--- config.mk ---
export PLATFORM = sky130hd
export DESIGN_NAME = three_level_task_scheduler_top
export DESIGN_NICKNAME = d
export VERILOG_FILES = /design/src/rtl/core/tlts_pkg.sv /design/src/rtl/core/three_level_task_scheduler_top.sv /design/src/rtl/core/tlts_ram.sv
export VERILOG_INCLUDE_DIRS = /design/src /design/src/rtl/core
export SDC_FILE = /design/constraint.sdc
export NUM_CORES = 2
export LEC_CHECK = 0
export BUFFER_PORTS_ARGS = -buffer_cell sky130_fd_sc_hd__buf_2
export CORE_MARGIN = 2
export CORE_UTILIZATION = 40
export DETAILED_ROUTE_END_ITERATION = 16
export SLEW_MARGIN = 20
export SYNTH_ARGS = -nofsm -noshare
export SYNTH_HDL_FRONTEND = slang
export SYNTH_SLANG_ARGS = --single-unit
export TNS_END_PERCENT = 5
--- constraint.sdc ---
create_clock -name clk -period 16.06 [get_ports clk]
set_input_delay 1.606 -clock clk [delete_from_list [all_inputs] [get_ports clk]]
set_output_delay 1.606 -clock clk [all_outputs]
set_load 0.01 [all_outputs]
--- src/rtl/core/three_level_task_scheduler_top_defines.svh ---
// Assertion macros for the three-level task scheduler.
`ifndef THREE_LEVEL_TASK_SCHEDULER_TOP_DEFINES_SVH
`define THREE_LEVEL_TASK_SCHEDULER_TOP_DEFINES_SVH

// Checks that a consequence holds in the same cycle as its antecedent.
`define TLTS_ASSERT_NOW(label, ante, cons) \
    label: assert property (@(posedge clk) disable iff (!rst_n) (ante) |-> (cons)) \
        else $error("tlts: same-cycle check failed");

// Checks that a consequence holds in the cycle after its antecedent.
`define TLTS_ASSERT_NEXT(label, ante, cons) \
    label: assert property (@(posedge clk) disable iff (!rst_n) (ante) |=> (cons)) \
        else $error("tlts: next-cycle check failed");

`endif

--- src/rtl/core/tlts_pkg.sv ---
// Shared constants for the three-level task scheduler.
package tlts_pkg;

    // Fixed field widths of the command, result and configuration ports and of the slot timer.
    localparam int OP_W      = 4;
    localparam int SLOT_W    = 6;
    localparam int IN_CHAN_W = 32;
    localparam int TMR_W     = 4;
    localparam int CFG_IDX_W = 2;

    // Operation codes.
    localparam logic [OP_W-1:0] OP_CREATE = 4'd0;
    localparam logic [OP_W-1:0] OP_PICK   = 4'd1;
    localparam logic [OP_W-1:0] OP_YIELD  = 4'd2;
    localparam logic [OP_W-1:0] OP_SLEEP  = 4'd3;
    localparam logic [OP_W-1:0] OP_WAKEUP = 4'd4;
    localparam logic [OP_W-1:0] OP_KILL   = 4'd5;
    localparam logic [OP_W-1:0] OP_EXIT   = 4'd6;
    localparam logic [OP_W-1:0] OP_REAP   = 4'd7;
    localparam logic [OP_W-1:0] OP_TICK   = 4'd8;

    // Configuration register indexes.
    localparam logic [CFG_IDX_W-1:0] CFG_WOKEN_QUANTUM  = 2'd0;
    localparam logic [CFG_IDX_W-1:0] CFG_NORMAL_QUANTUM = 2'd1;
    localparam logic [CFG_IDX_W-1:0] CFG_INIT_CHANNEL   = 2'd2;

    // Quantum values after reset.
    localparam logic [TMR_W-1:0] WOKEN_QUANTUM_RESET  = 4'd5;
    localparam logic [TMR_W-1:0] NORMAL_QUANTUM_RESET = 4'd10;

endpackage

--- src/rtl/core/three_level_task_scheduler_top.sv ---
// Top level of the three-level task scheduler: list sequencer and slot memories.
//
// A command item is taken when start is high and busy is low; its single result
// appears on status, chosen_slot and chosen_killed for one cycle with done high,
// and the receiver cannot stall it. After reset the block sweeps the slot memory
// with busy high before it takes the first item; configuration writes are taken
// at any time (cfg_ready is always high) and must only be issued while the block
// is idle. All slot state sits in a one-port slot memory and a one-port channel
// memory, so the time an item takes depends on the list walks: create, yield,
// sleep, reap and kill make at most one unlink-and-append move; pick, tick and
// wakeup walk their lists slot by slot; exit is one move plus two wakeup walks
// of the sleep list.
module three_level_task_scheduler_top #(
    parameter int NUM_SLOTS    = 64,
    parameter int NUM_LEVELS   = 3,
    parameter int CHANNEL_BITS = 32
) (
    input  logic                               clk,
    input  logic                               rst_n,
    input  logic                               start,
    output logic                               busy,
    input  logic [tlts_pkg::OP_W-1:0]          op,
    input  logic [tlts_pkg::SLOT_W-1:0]        task_slot,
    input  logic [tlts_pkg::IN_CHAN_W-1:0]     channel,
    output logic                               done,
    output logic                               status,
    output logic [tlts_pkg::SLOT_W-1:0]        chosen_slot,
    output logic                               chosen_killed,
    input  logic                               cfg_valid,
    output logic                               cfg_ready,
    input  logic [tlts_pkg::CFG_IDX_W-1:0]     cfg_index,
    input  logic [tlts_pkg::IN_CHAN_W-1:0]     cfg_data
);

    `include "three_level_task_scheduler_top_defines.svh"

    // Derived sizes and list codes.
    localparam int SW        = (NUM_SLOTS > 1) ? $clog2(NUM_SLOTS) : 1;
    localparam int NUM_LISTS = NUM_LEVELS + 2;
    localparam int LW        = $clog2(NUM_LEVELS + 3);
    localparam int LIW       = $clog2(NUM_LISTS);

    localparam logic [SW:0]   NIL          = (SW + 1)'(NUM_SLOTS);
    localparam logic [LW-1:0] LIST_TIMEOUT = LW'(0);
    localparam logic [LW-1:0] LIST_WOKEN   = LW'(1);
    localparam logic [LW-1:0] LIST_NORMAL  = LW'(NUM_LEVELS - 1);
    localparam logic [LW-1:0] LIST_SLEEP   = LW'(NUM_LEVELS);
    localparam logic [LW-1:0] LIST_ZOMBIE  = LW'(NUM_LEVELS + 1);
    localparam logic [LW-1:0] LIST_FREE    = LW'(NUM_LEVELS + 2);
    localparam logic [LW-1:0] LIST_LIMIT   = LW'(NUM_LISTS);

    // One slot record of the slot memory.
    typedef struct packed {
        logic [LW-1:0]                 lst;
        logic                          run;
        logic [tlts_pkg::TMR_W-1:0]    tmr;
        logic                          kil;
        logic [SW:0]                   nxt;
        logic [SW:0]                   prv;
    } rec_t;

    typedef enum logic [4:0] {
        ST_CLEAR, ST_IDLE, ST_GET,
        ST_U1, ST_U1W, ST_U2, ST_U2W, ST_A1, ST_A1W, ST_A2,
        ST_WSTART, ST_WREAD, ST_WEVAL, ST_WEND,
        ST_FINREAD, ST_FIN, ST_OUT
    } state_t;

    state_t state_reg, state_next;
    state_t ret_reg, ret_next;

    logic [tlts_pkg::OP_W-1:0]   op_reg, op_next;
    logic [tlts_pkg::SLOT_W-1:0] s_reg, s_next;
    logic [CHANNEL_BITS-1:0]     chan_reg, chan_next;
    logic [CHANNEL_BITS-1:0]     wchan_reg, wchan_next;
    logic [CHANNEL_BITS-1:0]     init_reg, init_next;
    logic [tlts_pkg::TMR_W-1:0]  wq_reg, wq_next;
    logic [tlts_pkg::TMR_W-1:0]  nq_reg, nq_next;
    rec_t                        cur_reg, cur_next;
    logic [SW-1:0]               m_reg, m_next;
    logic [LW-1:0]               tgt_reg, tgt_next;
    logic [tlts_pkg::TMR_W-1:0]  ntmr_reg, ntmr_next;
    logic                        nkil_reg, nkil_next;
    logic [SW:0]                 tlink_reg, tlink_next;
    logic [SW:0]                 p_reg, p_next;
    logic [SW:0]                 guard_reg, guard_next;
    logic [LW-1:0]               lvl_reg, lvl_next;
    logic                        found_reg, found_next;
    logic                        second_reg, second_next;
    logic [SW-1:0]               clr_reg, clr_next;
    logic                        done_reg, done_next;
    logic                        res_status_reg, res_status_next;
    logic [tlts_pkg::SLOT_W-1:0] res_slot_reg, res_slot_next;
    logic                        res_kil_reg, res_kil_next;
    logic [SW:0]                 head_reg [NUM_LISTS];
    logic [SW:0]                 head_next [NUM_LISTS];
    logic [SW:0]                 tail_reg [NUM_LISTS];
    logic [SW:0]                 tail_next [NUM_LISTS];

    // Memory ports.
    logic                        rec_we;
    logic [SW-1:0]               rec_addr;
    rec_t                        rec_wdata;
    rec_t                        rec_rd;
    logic                        ch_we;
    logic [CHANNEL_BITS-1:0]     ch_rd;

    logic                        s_ok;
    logic                        in_ok;
    logic                        rd_runnable;
    logic [SW-1:0]               s_idx;
    logic [tlts_pkg::TMR_W-1:0]  tdec;
    logic                        ends_ok;

    tlts_ram #(.WIDTH($bits(rec_t)), .DEPTH(NUM_SLOTS)) u_slot_ram (
        .clk   (clk),
        .we    (rec_we),
        .addr  (rec_addr),
        .wdata (rec_wdata),
        .rdata (rec_rd)
    );

    tlts_ram #(.WIDTH(CHANNEL_BITS), .DEPTH(NUM_SLOTS)) u_chan_ram (
        .clk   (clk),
        .we    (ch_we),
        .addr  (rec_addr),
        .wdata (chan_reg),
        .rdata (ch_rd)
    );

    assign s_ok        = (32'(s_reg) < 32'(NUM_SLOTS));
    assign in_ok       = (32'(task_slot) < 32'(NUM_SLOTS));
    assign s_idx       = SW'(s_reg);
    assign rd_runnable = (rec_rd.lst < LW'(NUM_LEVELS));
    assign tdec        = rec_rd.tmr - 4'd1;

    // Sequencer: next state, list ends and memory accesses.
    always_comb
    begin
        state_next      = state_reg;
        ret_next        = ret_reg;
        op_next         = op_reg;
        s_next          = s_reg;
        chan_next       = chan_reg;
        wchan_next      = wchan_reg;
        init_next       = init_reg;
        wq_next         = wq_reg;
        nq_next         = nq_reg;
        cur_next        = cur_reg;
        m_next          = m_reg;
        tgt_next        = tgt_reg;
        ntmr_next       = ntmr_reg;
        nkil_next       = nkil_reg;
        tlink_next      = tlink_reg;
        p_next          = p_reg;
        guard_next      = guard_reg;
        lvl_next        = lvl_reg;
        found_next      = found_reg;
        second_next     = second_reg;
        clr_next        = clr_reg;
        done_next       = 1'b0;
        res_status_next = res_status_reg;
        res_slot_next   = res_slot_reg;
        res_kil_next    = res_kil_reg;
        head_next       = head_reg;
        tail_next       = tail_reg;
        rec_we          = 1'b0;
        rec_addr        = m_reg;
        rec_wdata       = rec_rd;
        ch_we           = 1'b0;

        // Configuration writes; indexes beyond the list are ignored.
        if (cfg_valid)
        begin
            case (cfg_index)
                tlts_pkg::CFG_WOKEN_QUANTUM:  wq_next = cfg_data[tlts_pkg::TMR_W-1:0];
                tlts_pkg::CFG_NORMAL_QUANTUM: nq_next = cfg_data[tlts_pkg::TMR_W-1:0];
                tlts_pkg::CFG_INIT_CHANNEL:   init_next = CHANNEL_BITS'(cfg_data);
                default: ;
            endcase
        end

        case (state_reg)
            // Sweep every slot to free after reset.
            ST_CLEAR:
            begin
                rec_we    = 1'b1;
                rec_addr  = clr_reg;
                rec_wdata = '{lst: LIST_FREE, run: 1'b0, tmr: '0, kil: 1'b0,
                              nxt: NIL, prv: NIL};
                if (clr_reg == SW'(NUM_SLOTS - 1))
                begin
                    state_next = ST_IDLE;
                end
                else
                begin
                    clr_next = clr_reg + 1'b1;
                end
            end

            // Take a command item.
            ST_IDLE:
            begin
                if (start)
                begin
                    op_next     = op;
                    s_next      = task_slot;
                    chan_next   = CHANNEL_BITS'(channel);
                    found_next  = 1'b0;
                    second_next = 1'b0;
                    case (op)
                        tlts_pkg::OP_PICK:
                        begin
                            lvl_next   = LIST_TIMEOUT;
                            state_next = ST_WSTART;
                        end
                        tlts_pkg::OP_TICK:
                        begin
                            lvl_next   = LIST_WOKEN;
                            state_next = ST_WSTART;
                        end
                        tlts_pkg::OP_WAKEUP:
                        begin
                            lvl_next   = LIST_SLEEP;
                            wchan_next = CHANNEL_BITS'(channel);
                            state_next = ST_WSTART;
                        end
                        default:
                        begin
                            if (in_ok)
                            begin
                                rec_addr   = SW'(task_slot);
                                state_next = ST_GET;
                            end
                            else
                            begin
                                res_status_next = 1'b1;
                                res_slot_next   = task_slot;
                                res_kil_next    = 1'b0;
                                state_next      = ST_OUT;
                            end
                        end
                    endcase
                end
            end

            // Named slot record is in; decide the operation.
            ST_GET:
            begin
                res_status_next = 1'b1;
                res_slot_next   = s_reg;
                res_kil_next    = rec_rd.kil;
                cur_next        = rec_rd;
                m_next          = s_idx;
                ntmr_next       = rec_rd.tmr;
                nkil_next       = rec_rd.kil;
                ret_next        = ST_OUT;
                state_next      = ST_OUT;
                case (op_reg)
                    tlts_pkg::OP_CREATE:
                    begin
                        if (rec_rd.lst == LIST_FREE)
                        begin
                            tgt_next        = LIST_NORMAL;
                            ntmr_next       = nq_reg;
                            nkil_next       = 1'b0;
                            res_kil_next    = 1'b0;
                            res_status_next = 1'b0;
                            state_next      = ST_U1;
                        end
                    end
                    tlts_pkg::OP_YIELD:
                    begin
                        if (rd_runnable)
                        begin
                            tgt_next        = LIST_NORMAL;
                            ntmr_next       = nq_reg;
                            res_status_next = 1'b0;
                            state_next      = ST_U1;
                        end
                    end
                    tlts_pkg::OP_SLEEP:
                    begin
                        if (rd_runnable)
                        begin
                            rec_addr        = s_idx;
                            ch_we           = 1'b1;
                            tgt_next        = LIST_SLEEP;
                            res_status_next = 1'b0;
                            state_next      = ST_U1;
                        end
                    end
                    tlts_pkg::OP_KILL:
                    begin
                        if (rd_runnable)
                        begin
                            rec_we          = 1'b1;
                            rec_addr        = s_idx;
                            rec_wdata.kil   = 1'b1;
                            res_kil_next    = 1'b1;
                            res_status_next = 1'b0;
                        end
                        else if (rec_rd.lst == LIST_SLEEP)
                        begin
                            tgt_next        = LIST_WOKEN;
                            ntmr_next       = wq_reg;
                            nkil_next       = 1'b1;
                            res_kil_next    = 1'b1;
                            res_status_next = 1'b0;
                            state_next      = ST_U1;
                        end
                    end
                    tlts_pkg::OP_EXIT:
                    begin
                        if (rd_runnable || rec_rd.lst == LIST_SLEEP)
                        begin
                            tgt_next        = LIST_ZOMBIE;
                            res_status_next = 1'b0;
                            lvl_next        = LIST_SLEEP;
                            wchan_next      = chan_reg;
                            second_next     = 1'b1;
                            ret_next        = ST_WSTART;
                            state_next      = ST_U1;
                        end
                    end
                    tlts_pkg::OP_REAP:
                    begin
                        if (rec_rd.lst == LIST_ZOMBIE)
                        begin
                            tgt_next        = LIST_FREE;
                            ntmr_next       = '0;
                            nkil_next       = 1'b0;
                            res_kil_next    = 1'b0;
                            res_status_next = 1'b0;
                            state_next      = ST_U1;
                        end
                    end
                    default: ;
                endcase
            end

            // Unlink: fix the predecessor or the list head.
            ST_U1:
            begin
                if (cur_reg.lst >= LIST_LIMIT)
                begin
                    state_next = ST_A1;
                end
                else if (cur_reg.prv == NIL)
                begin
                    head_next[cur_reg.lst[LIW-1:0]] = cur_reg.nxt;
                    state_next = ST_U2;
                end
                else
                begin
                    rec_addr   = cur_reg.prv[SW-1:0];
                    state_next = ST_U1W;
                end
            end

            ST_U1W:
            begin
                rec_we        = 1'b1;
                rec_addr      = cur_reg.prv[SW-1:0];
                rec_wdata.nxt = cur_reg.nxt;
                state_next    = ST_U2;
            end

            // Unlink: fix the successor or the list tail.
            ST_U2:
            begin
                if (cur_reg.nxt == NIL)
                begin
                    tail_next[cur_reg.lst[LIW-1:0]] = cur_reg.prv;
                    state_next = ST_A1;
                end
                else
                begin
                    rec_addr   = cur_reg.nxt[SW-1:0];
                    state_next = ST_U2W;
                end
            end

            ST_U2W:
            begin
                rec_we        = 1'b1;
                rec_addr      = cur_reg.nxt[SW-1:0];
                rec_wdata.prv = cur_reg.prv;
                state_next    = ST_A1;
            end

            // Append: hook the slot behind the target tail; a move to free links nothing.
            ST_A1:
            begin
                if (tgt_reg == LIST_FREE)
                begin
                    tlink_next = NIL;
                    state_next = ST_A2;
                end
                else
                begin
                    tlink_next = tail_reg[tgt_reg[LIW-1:0]];
                    tail_next[tgt_reg[LIW-1:0]] = {1'b0, m_reg};
                    if (tail_reg[tgt_reg[LIW-1:0]] == NIL)
                    begin
                        head_next[tgt_reg[LIW-1:0]] = {1'b0, m_reg};
                        state_next = ST_A2;
                    end
                    else
                    begin
                        rec_addr   = tail_reg[tgt_reg[LIW-1:0]][SW-1:0];
                        state_next = ST_A1W;
                    end
                end
            end

            ST_A1W:
            begin
                rec_we        = 1'b1;
                rec_addr      = tlink_reg[SW-1:0];
                rec_wdata.nxt = {1'b0, m_reg};
                state_next    = ST_A2;
            end

            // Write the moved slot's own record.
            ST_A2:
            begin
                rec_we     = 1'b1;
                rec_addr   = m_reg;
                rec_wdata  = '{lst: tgt_reg, run: 1'b0, tmr: ntmr_reg, kil: nkil_reg,
                               nxt: NIL, prv: tlink_reg};
                state_next = ret_reg;
            end

            // List walks for pick, tick and wakeup.
            ST_WSTART:
            begin
                p_next     = head_reg[lvl_reg[LIW-1:0]];
                guard_next = '0;
                state_next = ST_WREAD;
            end

            ST_WREAD:
            begin
                if (p_reg == NIL || guard_reg == NIL)
                begin
                    state_next = ST_WEND;
                end
                else
                begin
                    rec_addr   = p_reg[SW-1:0];
                    state_next = ST_WEVAL;
                end
            end

            ST_WEVAL:
            begin
                guard_next = guard_reg + 1'b1;
                p_next     = rec_rd.nxt;
                state_next = ST_WREAD;
                cur_next   = rec_rd;
                m_next     = p_reg[SW-1:0];
                nkil_next  = rec_rd.kil;
                ret_next   = ST_WREAD;
                rec_addr   = p_reg[SW-1:0];
                if (op_reg == tlts_pkg::OP_PICK)
                begin
                    if (!rec_rd.run)
                    begin
                        rec_we          = 1'b1;
                        rec_wdata.run   = 1'b1;
                        res_status_next = 1'b0;
                        res_slot_next   = tlts_pkg::SLOT_W'(p_reg);
                        res_kil_next    = rec_rd.kil;
                        state_next      = ST_OUT;
                    end
                end
                else if (op_reg == tlts_pkg::OP_TICK)
                begin
                    if (!rec_rd.run)
                    begin
                        if (tdec == '0)
                        begin
                            tgt_next   = LIST_TIMEOUT;
                            ntmr_next  = '0;
                            state_next = ST_U1;
                        end
                        else
                        begin
                            rec_we        = 1'b1;
                            rec_wdata.tmr = tdec;
                        end
                    end
                end
                else if (ch_rd == wchan_reg)
                begin
                    found_next = 1'b1;
                    tgt_next   = LIST_WOKEN;
                    ntmr_next  = wq_reg;
                    state_next = ST_U1;
                end
            end

            // End of one list walk.
            ST_WEND:
            begin
                case (op_reg)
                    tlts_pkg::OP_PICK:
                    begin
                        if (lvl_reg == LIST_NORMAL)
                        begin
                            res_status_next = 1'b1;
                            res_slot_next   = '0;
                            res_kil_next    = 1'b0;
                            state_next      = ST_OUT;
                        end
                        else
                        begin
                            lvl_next   = lvl_reg + 1'b1;
                            state_next = ST_WSTART;
                        end
                    end
                    tlts_pkg::OP_TICK:
                    begin
                        res_status_next = 1'b0;
                        if (lvl_reg == LIST_NORMAL)
                        begin
                            state_next = ST_FINREAD;
                        end
                        else
                        begin
                            lvl_next   = lvl_reg + 1'b1;
                            state_next = ST_WSTART;
                        end
                    end
                    tlts_pkg::OP_EXIT:
                    begin
                        if (second_reg)
                        begin
                            second_next = 1'b0;
                            wchan_next  = init_reg;
                            state_next  = ST_WSTART;
                        end
                        else
                        begin
                            state_next = ST_OUT;
                        end
                    end
                    default:
                    begin
                        res_status_next = !found_reg;
                        state_next      = ST_FINREAD;
                    end
                endcase
            end

            // Fetch the killed flag of the named slot.
            ST_FINREAD:
            begin
                res_slot_next = s_reg;
                if (s_ok)
                begin
                    rec_addr   = s_idx;
                    state_next = ST_FIN;
                end
                else
                begin
                    res_kil_next = 1'b0;
                    state_next   = ST_OUT;
                end
            end

            ST_FIN:
            begin
                res_kil_next = rec_rd.kil;
                state_next   = ST_OUT;
            end

            ST_OUT:
            begin
                done_next  = 1'b1;
                state_next = ST_IDLE;
            end

            default:
            begin
                state_next = ST_IDLE;
            end
        endcase
    end

    // State, list ends and result registers.
    always_ff @(posedge clk or negedge rst_n)
    begin
        if (!rst_n)
        begin
            state_reg      <= ST_CLEAR;
            ret_reg        <= ST_OUT;
            clr_reg        <= '0;
            done_reg       <= 1'b0;
            wq_reg         <= tlts_pkg::WOKEN_QUANTUM_RESET;
            nq_reg         <= tlts_pkg::NORMAL_QUANTUM_RESET;
            init_reg       <= '0;
            found_reg      <= 1'b0;
            second_reg     <= 1'b0;
            guard_reg      <= '0;
            lvl_reg        <= '0;
            res_status_reg <= 1'b0;
            res_slot_reg   <= '0;
            res_kil_reg    <= 1'b0;
            for (int i = 0; i < NUM_LISTS; i++)
            begin
                head_reg[i] <= NIL;
                tail_reg[i] <= NIL;
            end
        end
        else
        begin
            state_reg      <= state_next;
            ret_reg        <= ret_next;
            clr_reg        <= clr_next;
            done_reg       <= done_next;
            wq_reg         <= wq_next;
            nq_reg         <= nq_next;
            init_reg       <= init_next;
            found_reg      <= found_next;
            second_reg     <= second_next;
            guard_reg      <= guard_next;
            lvl_reg        <= lvl_next;
            res_status_reg <= res_status_next;
            res_slot_reg   <= res_slot_next;
            res_kil_reg    <= res_kil_next;
            head_reg       <= head_next;
            tail_reg       <= tail_next;
        end
    end

    // Item payload and working registers.
    always_ff @(posedge clk)
    begin
        op_reg    <= op_next;
        s_reg     <= s_next;
        chan_reg  <= chan_next;
        wchan_reg <= wchan_next;
        cur_reg   <= cur_next;
        m_reg     <= m_next;
        tgt_reg   <= tgt_next;
        ntmr_reg  <= ntmr_next;
        nkil_reg  <= nkil_next;
        tlink_reg <= tlink_next;
        p_reg     <= p_next;
    end

    assign busy          = (state_reg != ST_IDLE);
    assign cfg_ready     = 1'b1;
    assign done          = done_reg;
    assign status        = res_status_reg;
    assign chosen_slot   = res_slot_reg;
    assign chosen_killed = res_kil_reg;

    // An empty list has both ends empty.
    always_comb
    begin
        ends_ok = 1'b1;
        for (int i = 0; i < NUM_LISTS; i++)
        begin
            ends_ok = ends_ok && ((head_reg[i] == NIL) == (tail_reg[i] == NIL));
        end
    end

    `TLTS_ASSERT_NEXT(a_accept_goes_busy, start && !busy, busy)
    `TLTS_ASSERT_NEXT(a_out_state_strobes, state_reg == ST_OUT, done && !busy)
    `TLTS_ASSERT_NOW(a_done_after_out, done, $past(state_reg == ST_OUT))
    `TLTS_ASSERT_NOW(a_idle_ends_consistent, state_reg == ST_IDLE, ends_ok)

endmodule

--- src/rtl/core/tlts_ram.sv ---
// Single-port synchronous RAM with registered read data.
module tlts_ram #(
    parameter int WIDTH = 8,
    parameter int DEPTH = 64
) (
    input  logic                                   clk,
    input  logic                                   we,
    input  logic [(DEPTH > 1 ? $clog2(DEPTH) : 1)-1:0] addr,
    input  logic [WIDTH-1:0]                       wdata,
    output logic [WIDTH-1:0]                       rdata
);

    logic [WIDTH-1:0] mem [DEPTH];
    logic [WIDTH-1:0] rdata_reg;

    // One access per cycle: write, and read the same address.
    always_ff @(posedge clk)
    begin
        if (we)
        begin
            mem[addr] <= wdata;
        end
        rdata_reg <= mem[addr];
    end

    assign rdata = rdata_reg;

endmodule

# Word level (Yosys, flattened, before mapping)
# Memory sizes are Yosys's and may differ from the RTL's. A register that Yosys moved wholly into a read port is not among the register bits.
# Cells that the tools add are included.
totals:
  wordCells: 345
  mem_bits_rw: 3520
  output_inout_bits: 11
  in_bits: 80
  regBits: 266
  n_memories: 2
memory_table:
  columns: ["memory", "words", "word_bits", "rd", "rd_ports_with_merged_regs", "wr", "line", "text"]
  rows:
  - ["u_chan_ram.mem", 64, 32, 1, 1, 1, "tlts_ram.sv:13", "logic [WIDTH-1:0] mem [DEPTH];"]
  - ["u_slot_ram.mem", 64, 23, 1, 1, 1, "tlts_ram.sv:13", null]
classes:
  n_lt_le_gt_ge: 7
  bitwise_logic: 4
  n_eq_ne: 76
  reduce_logical: 43
  addsub: 4
  muxes: 172
ops:
  columns: ["cell", "count"]
  rows:
  - ["35-bit two-way mux", 6]
  - ["32-bit two-way mux", 6]
  - ["35-bit bitwise mux", 4]
  - ["35-bit case mux with 2 select lines", 2]
  - ["32-bit case mux with 3 select lines", 1]
  - ["5-bit two-way mux", 17]
  - ["6-bit two-way mux", 14]
  - ["5-bit case mux with 16 select lines", 1]
  - ["4-bit two-way mux", 18]
  - ["6-bit case mux with 12 select lines", 1]
  - ["3-bit two-way mux", 18]
  - ["1-bit two-way mux", 46]
  - ["2-bit inequality test (second input constant)", 22]
  - ["7-bit binary-select mux with 3-bit select", 2]
  - ["7-bit demux with 3-bit select", 2]
  - ["7-bit two-way mux", 6]
  - ["7-bit case mux with 3 select lines", 2]
  - ["5-bit by 4-bit == test with 1-bit output (second input constant)", 8]
  - ["7-bit == test (second input constant)", 5]
  - ["5-bit AND reduction", 7]
  - ["3-bit inequality test (second input constant)", 11]
  - ["32-bit == test", 1]
  - ["5-bit case mux with 3 select lines", 2]
  - ["7-bit case mux with 2 select lines", 2]
  - ["other kinds (55)", 102]

# Depth between registers and ports, before layout
logic_depth:
  word_depth: 9
  depth_mapped: 19
  depth_no_buf: 12

# Cells and area by module
# From an unflattened synthesis, not the netlist that was laid out.
hier_totals:
  hier_cells: 8912
  hier_area_um2: 148889.0
modules_own_cells:
  columns: ["module", "cells_per_inst", "seq_area_each_um2", "area_each_um2", "instances"]
  rows:
  - ["tlts_ram (u_chan_ram)", 4370, 62139.6, 78615.4, 1]
  - ["tlts_ram (u_slot_ram)", 3255, 44662.8, 56553.0, 1]
  - ["three_level_task_scheduler_top", 1287, 7220.7, 13720.7, 1]

# Worst setup path before layout
# OpenSTA, ideal clock, no wires.
synth_timing:
  path_kind: "register to register"
  start: "register op_reg[2] (netlist bit)"
  end: "memory u_slot_ram.mem[0][18] (netlist bit) (data pin)"
  setup_slack_ns: 9.788
  stages_incl_launch_ff: 9
  period_less_slack_ns: 6.272
  required_time_ns: 15.153
  setup_ns: 0.907
  arrival_ns: 5.365
  path_buffers: 1
  path_cell_list: "edfxtp_1 -> clkbuf_1 -> nor2_1 -> nand3_1 -> nor2_1 -> nand2_1 -> nor4_1 -> nor2_1 -> o41ai_1"
synth_rtl:
  columns: ["element", "line", "text"]
  rows:
  - ["from (decl)", "three_level_task_scheduler_top.sv:72", "logic [tlts_pkg::OP_W-1:0] op_reg, op_next;"]
  - ["from (signal assigned)", "three_level_task_scheduler_top.sv:641", "op_reg <= op_next;"]
  - ["to (decl)", "tlts_ram.sv:13", null]

# Final worst setup path
layout_timing:
  start: "register tgt_reg[1]"
  end: "memory u_chan_ram.mem[57][14] (netlist bit) (enable)"
layout_between:
  elab_chain_len: 8
  elab_cells_between_ends: 9
  cone_classes: "2 x eq/ne; 6 x mux; 1 x bitwise"
layout_lines:
  columns: ["element", "line", "text"]
  rows:
  - ["from (decl)", "three_level_task_scheduler_top.sv:81", "logic [LW-1:0] tgt_reg, tgt_next;"]
  - ["from (signal assigned)", "three_level_task_scheduler_top.sv:647", "tgt_reg <= tgt_next;"]
  - ["3-bit inverter with 4-bit output (implied by the code)", "three_level_task_scheduler_top.sv:404, three_level_task_scheduler_top.sv:411", null]
  - ["7-bit binary-select mux with 3-bit select", "three_level_task_scheduler_top.sv:404, three_level_task_scheduler_top.sv:411", null]
  - ["7-bit two-way mux (implied by the code) (2 in a row)", "three_level_task_scheduler_top.sv:411", "rec_addr = tail_reg[tgt_reg[LIW-1:0]][SW-1:0];"]
  - ["7-bit == test", "three_level_task_scheduler_top.sv:404", "if (tail_reg[tgt_reg[LIW-1:0]] == NIL)"]
  - ["6-bit two-way mux", "three_level_task_scheduler_top.sv:404", null]
  - ["6-bit two-way mux (*)", "three_level_task_scheduler_top.sv:395", "if (tgt_reg == LIST_FREE)"]
  - ["6-bit case mux with 12 select lines (*)", "three_level_task_scheduler_top.sv:183", "case (state_reg)"]
  - ["to (decl)", "tlts_ram.sv:13", null]
# Mark *: on every way between the ends. The rest lies on a longest branch, timed or not. The select of a mux whose other input is x is not followed.

==> run summary <==
Status: complete, no violations
Number of synthesized flops with an enable pin: 3639
CP Class: register to register
Final hold vios: 0
Max-cap violation count: 0
CTS tree: done
Final Slew Violations: 0
Most frequent cells in the layout: edfxtp_1, nand2_1, a21oi_1
Post-Synthesis Cell Area: 148900 µm²
Met1 usage in global routing: 32.66%
Final core utilization: 45.28%
Starting DRC count in detailed routing: 14080
Die W: 614.0 µm
Final setup violation count: 0
Clk slew on worst S/H paths: 60 ps
Clock net sink count: 3839
Total clock buffers created by CTS: 384
Regs by FF count: u_chan_ram.mem: 2048 flops, u_slot_ram.mem: 1472 flops
Post-layout power: 19.57 mW
Largest Register: u_chan_ram.mem
Ys Warns: 0
Final ANT Viol Nets: 0
Post-CTS setup buffer count: 0
Total GRT Usage: 24.53%
Total power density per cell area: 116.4 nW/µm²
Largest net degree at the start of global routing: 141
Routing usage on met2: 38.84%
Met3 Usage GRT: 4.282%
Net count, final: 9525
Fin cells: 14740
Top post-synthesis cells by area: edfxtp_1, a22oi_1, dfrtp_1
DR pass1 iterations: 10
Vias in the first global route: 88500
I/O Buffers: 89
Yosys top cell by area: edfxtp_1
Final HPWL DP: 267.6 mm
Setup TNS: 0 ps
CP max FO: 129
Largest register FFs: 2048
GR Overflow Total: 0
Post-synthesis sequential area ratio: 76.60%
Post-synthesis area per instance: 15.94 µm²
Critical Path Start Type: register
Crit. End Element: register
Die ar.: 377000 µm²
Area grow syn2layout: 12.97%
Setup repair after global routing missed its margin: false
CTS Root Cell: clkbuf_16
Final GP Congestion: 0.8919
Most common cell after layout, fill and taps aside: edfxtp_1
Layout cell share with drive strength beyond 1: 13.90%
DRC errors left: 0
Leakage power: 51.32 nW
Routed WL per cell: 32.39 µm
# IOs: 91
Critical Path AT: 8130 ps
Post-placement cell count: 14020
Slew HR: 18.22%
Clk_lat worst skew: 970 ps
Num rows: 224
Worst-Margin Slew: 1214 ps
Cells after Synth: 9339
Initial core utilization: 40.09%
H-Tree Depth: 5
Required time of the critical path: 16590 ps
Worst Clk Skew: 101.2 ps
Total wire length: 477.3 mm
Top FF cell, synth: edfxtp_1
Filler cell count: 31910
FMAX: 0.1315 GHz
# hold bufs at CTS: 0
Hold slack: 479.1 ps
IR Drop Worst-Case VDD: 0.00009214 V
Clock tree buffer depth: 4
First-pass GRT wire length: 668.3 mm
Antenna violations before repair: 23
Synthesized net count: 9426
Synth async-reset ratio: 3.777%
Yosys top cell area share: 73.41%
Post_cts resized: 0
Yosys cell types: 107
Fin crit share: 47.35%
Final min period: 7605 ps
Yosys reg bits: 3839
DR vias: 92510
Busiest layer in global routing: met2
CORE AREA: 371400 µm²
Hold Crit Class: register to register
Die H: 614.0 µm
Via/cell ratio: 6.277
## power by group
part	internal, mW	total (mW)	switching [mW]
logic	0.0255	0.0540	0.0285
registers	10.8	10.8	0.0184
clock network	4.86	8.69	3.83
total	15.7	19.6	3.87
## critical path, cell delays in order, from the launching register on
cell      delay, ps
edfxtp_1        960
nor2_1          160
a32oi_1         420
a21oi_1         190
a211oi_1        630
nand3_4         660
a211oi_4        460
buf_12          610
buf_4           600
buf_12          480
nand3_1         690
nor2_4          430
buf_4           480
## routing by layer
| metal | wire [µm] | vias up |
|---|---|---|
| met1 | 181800 | 47740 |
| met5 | 122 | - |
| met3 | 46710 | 1003 |
| li1 | - | 38140 |
| met2 | 221800 | 5604 |
| met4 | 26870 | 18 |
## stage by stage
step           instance area, µm²  setup WS (ps)
2_1_floorplan              148900           9788
3_3_place_gp               156000           8014
3_5_place_dp               156100           8067
4_1_cts                    168100           8553
5_1_grt                    168200           8309
6_report                   168200           8455
## worst paths after layout
kind / from / to / slack [ps] / depth (start not counted)
max: tgt_reg[1]$_SDFFCE_PP0P_ / u_chan_ram.mem[57][14]$_DFFE_PP_ / 8460 / 12
min: tail_reg[2]$_DFFE_PN0P_ / tail_reg[2]$_DFFE_PN0P_ / 480 / 2
max reg2reg: tgt_reg[1]$_SDFFCE_PP0P_ / u_chan_ram.mem[57][14]$_DFFE_PP_ / 8460 / 12
min reg2reg: tail_reg[2]$_DFFE_PN0P_ / tail_reg[2]$_DFFE_PN0P_ / 480 / 2
max in group asynchronous: rst_n / init_reg[17]$_DFFE_PN0P_ / 13840 / 2
min in group asynchronous: rst_n / nq_reg[2]$_DFFE_PN0P_ / 700 / 1
## Yosys cell counts (all sizes together) (34+ instances only)
cell type	count
dfxtp	55
nand2	690
o21ai	314
a32oi	48
a211oi	118
o22ai	54
a222oi	200
o22a	46
o211ai	65
nand3	339
a21oi	587
edfxtp	3639
nor2	278
a22o	129
dfrtp	130
a41oi	38
a31oi	84
a221oi	134
a22oi	565
o221ai	59
a311oi	34
nand4	66
a2111oi	39
xnor2	37
buf	437
inv	38
mux2	104
clkbuf	277
nor3	49
and3	118
mux2i	250
## cell type report
class	instances	area, µm²	share of cell area (%)
diodes	8	20.02	0.01190
clock buffers	517	10390	6.178
clock inverters	188	1655	0.9843
inverters	38	146.4	0.08705
multi-input cells	4748	32500	19.33
flip-flops and latches	3839	114000	67.80
well taps	4972	6221	3.699
repair buffers	427	3209	1.908
## kinds of logic after synthesis
family | Yosys count | synth area share [%]
other cells | 1 | 0.002519
flops | 3839 | 76.60
simple gates | 1641 | 5.055
buf+inv | 752 | 2.317
xor+xnor | 43 | 0.2530
mux | 369 | 2.695
compound gates | 2686 | 13.01
fa+ha+maj | 8 | 0.06556
Note: power is estimated with default switching activity, not from simulation.
